--- config.mk ---
export PLATFORM = sky130hd
export DESIGN_NAME = vta_serial
export DESIGN_NICKNAME = d
export VERILOG_FILES = /design/src/rtl/vta_pkg.sv /design/src/rtl/vta_serial.sv
export SDC_FILE = /design/constraint.sdc
export NUM_CORES = 1
export LEC_CHECK = 0
export BUFFER_PORTS_ARGS = -buffer_cell sky130_fd_sc_hd__buf_2
export CAP_MARGIN = 20
export CORE_AREA = 4 4 215 217
export CTS_CLUSTER_SIZE = 10
export DETAILED_ROUTE_END_ITERATION = 10
export DIE_AREA = 0 0 219 221
export PLACE_DENSITY = 0.68
export SETUP_SLACK_MARGIN = 0.4
export SLEW_MARGIN = 40
export SYNTH_ARGS = -nofsm -noshare
export SYNTH_HDL_FRONTEND = slang
export SYNTH_SLANG_ARGS = --single-unit
export TNS_END_PERCENT = 20
--- constraint.sdc ---
create_clock -name clk -period 6.9 [get_ports clk]
set_input_delay 0.345 -clock clk [delete_from_list [all_inputs] [get_ports clk]]
set_output_delay 0.345 -clock clk [all_outputs]
set_load 0.01 [all_outputs]
--- src/rtl/vta_pkg.sv ---
// Shared types and constants of the vertex tangent accumulator.
// Depends on nothing; vta_serial, the top level and the checker import it.
`default_nettype none

package vta_pkg;

	localparam int IDX_W        = 8;
	localparam int MAX_VERTICES = 256;
	localparam int FIX_W        = 32;
	localparam int SUM_W        = 40;
	localparam int VTX_W        = 5 * FIX_W;
	localparam int SUMS_W       = 3 * SUM_W;

	localparam logic [1:0] CMD_LOAD = 2'd0;
	localparam logic [1:0] CMD_TRI  = 2'd1;
	localparam logic [1:0] CMD_READ = 2'd2;

	localparam logic [1:0] OP_MUL  = 2'd0;
	localparam logic [1:0] OP_DIV  = 2'd1;
	localparam logic [1:0] OP_SQRT = 2'd2;

	typedef struct packed {
		logic [1:0]              command;
		logic [IDX_W-1:0]        vertex_index;
		logic signed [FIX_W-1:0] pos_x;
		logic signed [FIX_W-1:0] pos_y;
		logic signed [FIX_W-1:0] pos_z;
		logic signed [FIX_W-1:0] tex_u;
		logic signed [FIX_W-1:0] tex_v;
		logic [IDX_W-1:0]        corner_a;
		logic [IDX_W-1:0]        corner_b;
		logic [IDX_W-1:0]        corner_c;
	} vta_cmd_t;

	typedef struct packed {
		logic [IDX_W-1:0]   out_vertex;
		logic signed [15:0] tangent_x;
		logic signed [15:0] tangent_y;
		logic signed [15:0] tangent_z;
		logic               zero_length;
	} vta_res_t;

	typedef struct packed {
		logic       start;
		logic [1:0] op;
	} vta_sreq_t;

	typedef struct packed {
		logic busy;
		logic done;
		logic ovf;
	} vta_sstat_t;

endpackage

`default_nettype wire

--- src/rtl/vta_serial.sv ---
// Shared bit-serial arithmetic unit: unsigned multiply, restoring divide and
// integer square root, one quotient or root bit per cycle. Uses vta_pkg.
`default_nettype none

module vta_serial (
	input  logic                  clk,
	input  logic                  arst_n,
	input  vta_pkg::vta_sreq_t    req,
	input  logic [63:0]           opa,
	input  logic [48:0]           opb,
	output vta_pkg::vta_sstat_t   stat,
	output logic [63:0]           result
);
	import vta_pkg::*;

	logic [1:0]  op_q;
	logic        busy_q;
	logic        done_q;
	logic [5:0]  cnt_q;
	logic [5:0]  last_cnt;
	logic [31:0] hi_q;
	logic [31:0] lo_q;
	logic [31:0] mc_q;
	logic [63:0] num_q;
	logic [48:0] rem_q;
	logic [48:0] dvs_q;
	logic [40:0] quo_q;
	logic        ovf_q;
	logic [33:0] srem_q;
	logic [31:0] root_q;

	logic [32:0] mul_sum;
	logic [49:0] div_t;
	logic [49:0] div_d;
	logic        div_ge;
	logic [35:0] sq_t;
	logic [35:0] sq_trial;
	logic        sq_ge;

	assign mul_sum  = {1'b0, hi_q} + (lo_q[0] ? {1'b0, mc_q} : 33'd0);
	assign div_t    = {rem_q, num_q[63]};
	assign div_d    = {1'b0, dvs_q};
	assign div_ge   = (div_t >= div_d);
	assign sq_t     = {srem_q, num_q[63:62]};
	assign sq_trial = {2'b00, root_q, 2'b01};
	assign sq_ge    = (sq_t >= sq_trial);

	always_comb begin
		case (op_q)
			OP_DIV:  last_cnt = 6'd63;
			default: last_cnt = 6'd31;
		endcase
	end

	always_ff @(posedge clk or negedge arst_n) begin
		if (!arst_n) begin
			busy_q <= 1'b0;
			done_q <= 1'b0;
			op_q   <= OP_MUL;
			cnt_q  <= 6'd0;
		end else begin
			done_q <= 1'b0;
			if (req.start && !busy_q) begin
				busy_q <= 1'b1;
				op_q   <= req.op;
				cnt_q  <= 6'd0;
			end else if (busy_q) begin
				cnt_q <= cnt_q + 6'd1;
				if (cnt_q == last_cnt) begin
					busy_q <= 1'b0;
					done_q <= 1'b1;
				end
			end
		end
	end

	always_ff @(posedge clk) begin
		if (req.start && !busy_q) begin
			hi_q   <= 32'd0;
			lo_q   <= opb[31:0];
			mc_q   <= opa[31:0];
			num_q  <= opa;
			rem_q  <= 49'd0;
			dvs_q  <= opb;
			quo_q  <= 41'd0;
			ovf_q  <= 1'b0;
			srem_q <= 34'd0;
			root_q <= 32'd0;
		end else if (busy_q) begin
			case (op_q)
				OP_MUL: begin
					hi_q <= mul_sum[32:1];
					lo_q <= {mul_sum[0], lo_q[31:1]};
				end
				OP_DIV: begin
					rem_q <= div_ge ? 49'(div_t - div_d) : div_t[48:0];
					num_q <= {num_q[62:0], 1'b0};
					quo_q <= {quo_q[39:0], div_ge};
					// Quotient bits pushed past bit 40 only mean saturation.
					ovf_q <= ovf_q | quo_q[40];
				end
				OP_SQRT: begin
					srem_q <= sq_ge ? 34'(sq_t - sq_trial) : sq_t[33:0];
					root_q <= {root_q[30:0], sq_ge};
					num_q  <= {num_q[61:0], 2'b00};
				end
				default: ;
			endcase
		end
	end

	always_comb begin
		case (op_q)
			OP_MUL:  result = {hi_q, lo_q};
			OP_DIV:  result = {23'd0, quo_q};
			OP_SQRT: result = {32'd0, root_q};
			default: result = 64'd0;
		endcase
	end

	assign stat.busy = busy_q;
	assign stat.done = done_q;
	assign stat.ovf  = ovf_q;

endmodule

`default_nettype wire

==> flow_summary.html <==
<table>
<tr><th>Metric</th><th>Value</th></tr>
<tr><th colspan="2">Logic synthesis</th></tr>
<tr><td>Yosys cell types</td><td>82</td></tr>
<tr><td>Total standard cell area after synthesis</td><td>22,000 um^2</td></tr>
<tr><td>Number of synthesis warnings</td><td>0</td></tr>
<tr><td>Async S/R FF share, synth</td><td>2.66%</td></tr>
<tr><td>Mean cell area of the mapped netlist</td><td>8.65 um^2</td></tr>
<tr><td>Most used flip-flop cell after synthesis</td><td>sky130_fd_sc_hd__dfxtp_1</td></tr>
<tr><td>Sequential cell area fraction in the yosys report</td><td>42.6%</td></tr>
<tr><td>Number of nets in the synthesized netlist</td><td>2,774</td></tr>
<tr><td>Synthesis-stage register bit count</td><td>376</td></tr>
<tr><td>Synthesized instance count</td><td>2,538</td></tr>
<tr><td>Post-synth EDFFs</td><td>177</td></tr>
<tr><th colspan="2">Critical path</th></tr>
<tr><td>Data arrival at the endpoint of the critical path</td><td>4.62 ns</td></tr>
<tr><td>Largest stage delay, worst path</td><td>0.48 ns</td></tr>
<tr><td>Category of the worst setup path capture point</td><td>register</td></tr>
<tr><td>Critical-path top delay cell</td><td>sky130_fd_sc_hd__edfxtp_1</td></tr>
<tr><td>Cell class contributing the biggest share of worst-path delay</td><td>compound AO/OA/AOI/OAI gates</td></tr>
<tr><td>Buf+Inv Stages, Crit Path</td><td>3</td></tr>
<tr><td>Worst-path fanout max</td><td>56</td></tr>
<tr><td>Category of the most critical setup path</td><td>register to register</td></tr>
<tr><td>Most used cell along the critical path</td><td>sky130_fd_sc_hd__inv_1</td></tr>
<tr><td>Sort of element at the start of the critical path</td><td>register</td></tr>
<tr><td>Required time of the worst setup path</td><td>7.39 ns</td></tr>
<tr><td>Cell-by-cell listing of the critical path</td><td>inv_1 &gt; ha_1 &gt; inv_1 &gt; fa_1 &gt; a211oi_1 &gt; o21bai_1 &gt; a21oi_1 &gt; o21ai_1 &gt; a21o_1 &gt; a21oi_2 &gt; o31ai_4 &gt; buf_4 &gt; nor2_2 &gt; a22oi_1 &gt; o22ai_1</td></tr>
<tr><th colspan="2">Pwr</th></tr>
<tr><td>Switching power</td><td>0.00593 W</td></tr>
<tr><td>VDD IR-drop max</td><td>292 uV</td></tr>
<tr><td>Pwr dens</td><td>534 nW/um^2</td></tr>
<tr><td>Switching power share of the total</td><td>43.5%</td></tr>
<tr><td>Clock group share of total power</td><td>16.3%</td></tr>
<tr><td>Leakage power figure</td><td>10.5 nW</td></tr>
<tr><td>Seq pwr share</td><td>30.3%</td></tr>
<tr><td>Combinational cell fraction of total power</td><td>53.5%</td></tr>
<tr><td>Internal power summed over all cells</td><td>0.00769 W</td></tr>
<tr><th colspan="2">Status</th></tr>
<tr><td>Status</td><td>finished, final reports clean</td></tr>
<tr><th colspan="2">GRT</th></tr>
<tr><td>First-pass GRT wire length</td><td>94,000 um</td></tr>
<tr><td>Via count of the first global-routing pass</td><td>18.4k</td></tr>
<tr><td>Largest net degree at the start of global routing</td><td>129</td></tr>
<tr><td>Aggregate global-route resource usage</td><td>23.4%</td></tr>
<tr><td>Aggregate global routing overflow</td><td>0</td></tr>
<tr><td>Number of antenna violations at the first check in global routing</td><td>5</td></tr>
<tr><th colspan="2">Min path</th></tr>
<tr><td>Hold crit path type</td><td>primary input to register</td></tr>
<tr><th colspan="2">Route</th></tr>
<tr><td>DRT iter0 DRCs</td><td>1,547</td></tr>
<tr><td>Iteration count of the initial detailed-routing pass</td><td>7</td></tr>
<tr><td>Routed Wire Length</td><td>58,000 um</td></tr>
<tr><td>Average detailed-routed wire length per instance</td><td>17.3 um</td></tr>
<tr><td>Via-to-Cell Ratio</td><td>5.64</td></tr>
<tr><td>Post-detailed-route count of antenna-violating nets</td><td>0</td></tr>
<tr><td>DR vias</td><td>18.9k</td></tr>
<tr><td>Post-route DRC violation count</td><td>0</td></tr>
<tr><th colspan="2">Clock network</th></tr>
<tr><td>CTS tree</td><td>done</td></tr>
<tr><td>Sinks on Clock Net</td><td>376</td></tr>
<tr><td>Clock-pin slew of the registers on the worst-case setup and hold paths</td><td>0.06 ns</td></tr>
<tr><td>Buffer cell driving the clock tree root</td><td>sky130_fd_sc_hd__clkbuf_16</td></tr>
<tr><td>Clock latency on the worst-skew pair</td><td>0.58 ns</td></tr>
<tr><td>H-Tree Level Count</td><td>2</td></tr>
<tr><td>Number of buffers created by CTS</td><td>45</td></tr>
<tr><td>Buffer depth of the longest clock path</td><td>3</td></tr>
<tr><td>Total setup buffers inserted after CTS</td><td>0</td></tr>
<tr><th colspan="2">Placed design</th></tr>
<tr><td>Dpl hpwl</td><td>40,100 um</td></tr>
<tr><td>Weighted congestion reported at the end of routability-driven placement</td><td>0.915</td></tr>
<tr><td>Total of buffers placed on input and output ports</td><td>184</td></tr>
<tr><th colspan="2">Timing</th></tr>
<tr><td>Endpoints failing setup</td><td>0</td></tr>
<tr><td>Worst hold slack</td><td>0.0334 ns</td></tr>
<tr><td>Minimum clock period</td><td>4.13 ns</td></tr>
<tr><td>Final count of pins violating max slew</td><td>0</td></tr>
<tr><td>Final sum of negative setup slack</td><td>0 ns</td></tr>
<tr><td>Worst Skew</td><td>0.0214 ns</td></tr>
<tr><td>Max Clk Rate</td><td>242 MHz</td></tr>
<tr><td>Final hold vios</td><td>0</td></tr>
<tr><td>Unrepaired setup endpoints after global routing</td><td>no</td></tr>
<tr><td>Slew HR</td><td>47.1%</td></tr>
<tr><td>Pin slew with the least headroom to its limit</td><td>0.794 ns</td></tr>
<tr><td>Final period utilization</td><td>59.9%</td></tr>
<tr><th colspan="2">Finish</th></tr>
<tr><td>Relative area change from synthesis to final layout</td><td>16.1%</td></tr>
<tr><td>Fillers</td><td>3,997</td></tr>
<tr><td>Final net count</td><td>2,967</td></tr>
<tr><td>Share of layout cells above drive strength 1</td><td>10.8%</td></tr>
<tr><th colspan="2">Floorplanning</th></tr>
<tr><td>Std cell rows</td><td>77</td></tr>
<tr><td>Width of the die</td><td>219 um</td></tr>
<tr><td>Top-level port count</td><td>185</td></tr>
<tr><td>Floorplan die height</td><td>221 um</td></tr>
<tr><td>Placeable core area</td><td>44,100 um^2</td></tr>
<tr><td>Die outline area</td><td>48,400 um^2</td></tr>
<tr><td>Initial cell density of the core</td><td>49.8%</td></tr>
<tr><th colspan="2">Run</th></tr>
<tr><td>Max cap viols</td><td>0</td></tr>
</table>
==> worst reg2reg max path, cell delays in order, from the launching register on <==
cell	delay (ns)
sky130_fd_sc_hd__edfxtp_1	0.48
sky130_fd_sc_hd__inv_1	0.19
sky130_fd_sc_hd__ha_1	0.20
sky130_fd_sc_hd__inv_1	0.06
sky130_fd_sc_hd__fa_1	0.41
sky130_fd_sc_hd__a211oi_1	0.38
sky130_fd_sc_hd__o21bai_1	0.14
sky130_fd_sc_hd__a21oi_1	0.34
sky130_fd_sc_hd__o21ai_1	0.21
sky130_fd_sc_hd__a21o_1	0.23
sky130_fd_sc_hd__a21oi_2	0.31
sky130_fd_sc_hd__o31ai_4	0.09
sky130_fd_sc_hd__buf_4	0.35
sky130_fd_sc_hd__nor2_2	0.36
sky130_fd_sc_hd__a22oi_1	0.12
sky130_fd_sc_hd__o22ai_1	0.17
==> cells by family (layout without fill, tap and decap cells) <==
| group | count (synthesis) | after routing | synth area share (%) |
|---|---|---|---|
| compound gates | 713 | 713 | 19.6 |
| xor+xnor | 89 | 89 | 3.55 |
| fa+ha+maj | 118 | 118 | 6.79 |
| buf+inv | 257 | 484 | 4.73 |
| flops | 376 | 376 | 42.6 |
| mux | 122 | 122 | 5.57 |
| other cells | 0 | 2 | 0 |
| simple gates | 863 | 863 | 17.2 |
==> placed cells by master (no fill, tap or decap), drive strengths merged, types with 41 or more instances in the layout <==
cell         count
xnor2           48
edfxtp         177
nand2          497
ha             116
a21oi          247
and2            65
xor2            41
a21o            55
clkbuf          76
o21ai          224
dfxtp          189
inv            116
nor2           130
buf            205
mux2i          120
dlygate4sd3     83
nand3           79
==> layer usage <==
| layer | global-route usage (%) | vias up | share of wire [%] |
|---|---|---|---|
| met5 | 0 | - | 0.065 |
| li1 | - | 9362 | - |
| met2 | 37.4 | 546 | 46 |
| met1 | 31.6 | 8912 | 45 |
| met4 | 7.89 | 6 | 3.1 |
| met3 | 4.83 | 111 | 6.6 |
==> repair_timing <==
action / in CTS / in global routing
hold buffers: 82 / 1
resized for setup: 0 / 0
hold endpoints to repair: 91 / 1
==> layout make-up <==
class | count | area (um^2) | share of cell area (%)
Antenna cell | 2 | 5.00 | 0.0196
Timing Repair Buffer | 288 | 1980 | 7.77
Multi-Input combinational cell | 1905 | 11600 | 45.6
Clock inverter | 5 | 51.3 | 0.201
Tap cell | 592 | 741 | 2.91
Inverter | 115 | 439 | 1.72
Sequential cell | 376 | 9350 | 36.7
Clock buffer | 76 | 1300 | 5.11
==> per-stage QoR <==
| step | instances | power [W] | instance area [um^2] | util, % | setup WS [ns] |
|---|---|---|---|---|---|
| 2_1_floorplan | 2538 | 0.00947 | 22000 | - | 1.90 |
| 5_1_grt | 3358 | 0.0147 | 25500 | 57.8 | 2.33 |
| 6_report | 3359 | 0.0136 | 25500 | 57.8 | 2.77 |
| 3_5_place_dp | 3191 | 0.0113 | 23200 | 52.7 | 2.82 |
| 3_3_place_gp | 3189 | 0.0110 | 23200 | 52.6 | 2.86 |
| 4_1_cts | 3354 | 0.0136 | 25400 | 57.6 | 2.80 |
==> Yosys cell counts (48+ instances only) <==
library cell               number  area (um^2)
sky130_fd_sc_hd__a21o_1        55          413
sky130_fd_sc_hd__and2_1        64          400
sky130_fd_sc_hd__ha_1         116         1450
sky130_fd_sc_hd__edfxtp_1     177         5320
sky130_fd_sc_hd__nor2_1       128          480
sky130_fd_sc_hd__a21oi_1      246         1230
sky130_fd_sc_hd__clkbuf_1     107          402
sky130_fd_sc_hd__inv_1        114          428
sky130_fd_sc_hd__xnor2_1       48          420
sky130_fd_sc_hd__o21ai_0      218         1090
sky130_fd_sc_hd__mux2i_1      120         1200
sky130_fd_sc_hd__nand3_1       79          395
sky130_fd_sc_hd__dfxtp_1      189         3780
sky130_fd_sc_hd__nand2_1      494         1850
==> final timing paths <==
kind	depth (start not counted)	slack [ns]	to	startpoint
max	15	2.77	rem_q[45]	num_q[63]
min	1	0.03	dvs_q[3]	opb[3]
max reg2reg	15	2.77	rem_q[45]	num_q[63]
min reg2reg	2	0.45	quo_q[12]	quo_q[11]
max in group asynchronous	2	6.47	op_q[0]	arst_n
min in group asynchronous	2	0.22	done_q	arst_n
==> registers in the layout, indices dropped and copies added, names as in the netlist, 2 cells and up <==
register,count
cnt_q,6
dvs_q,49
hi_q,32
lo_q,32
mc_q,32
num_q,64
op_q,2
quo_q,41
rem_q,49
root_q,32
srem_q,34
==> power by group through the flow <==
| stage | clock network [W] | logic, W | registers [W] |
|---|---|---|---|
| 2_1_floorplan | 0 | 0.00551 | 0.00395 |
| 3_3_place_gp | 0 | 0.00693 | 0.00412 |
| 3_5_place_dp | 0 | 0.00713 | 0.00415 |
| 4_1_cts | 0.00227 | 0.00720 | 0.00412 |
| 5_1_grt | 0.00236 | 0.00815 | 0.00423 |
| 6_report | 0.00222 | 0.00728 | 0.00412 |
No activity file was read; power rests on OpenSTA's default activity.
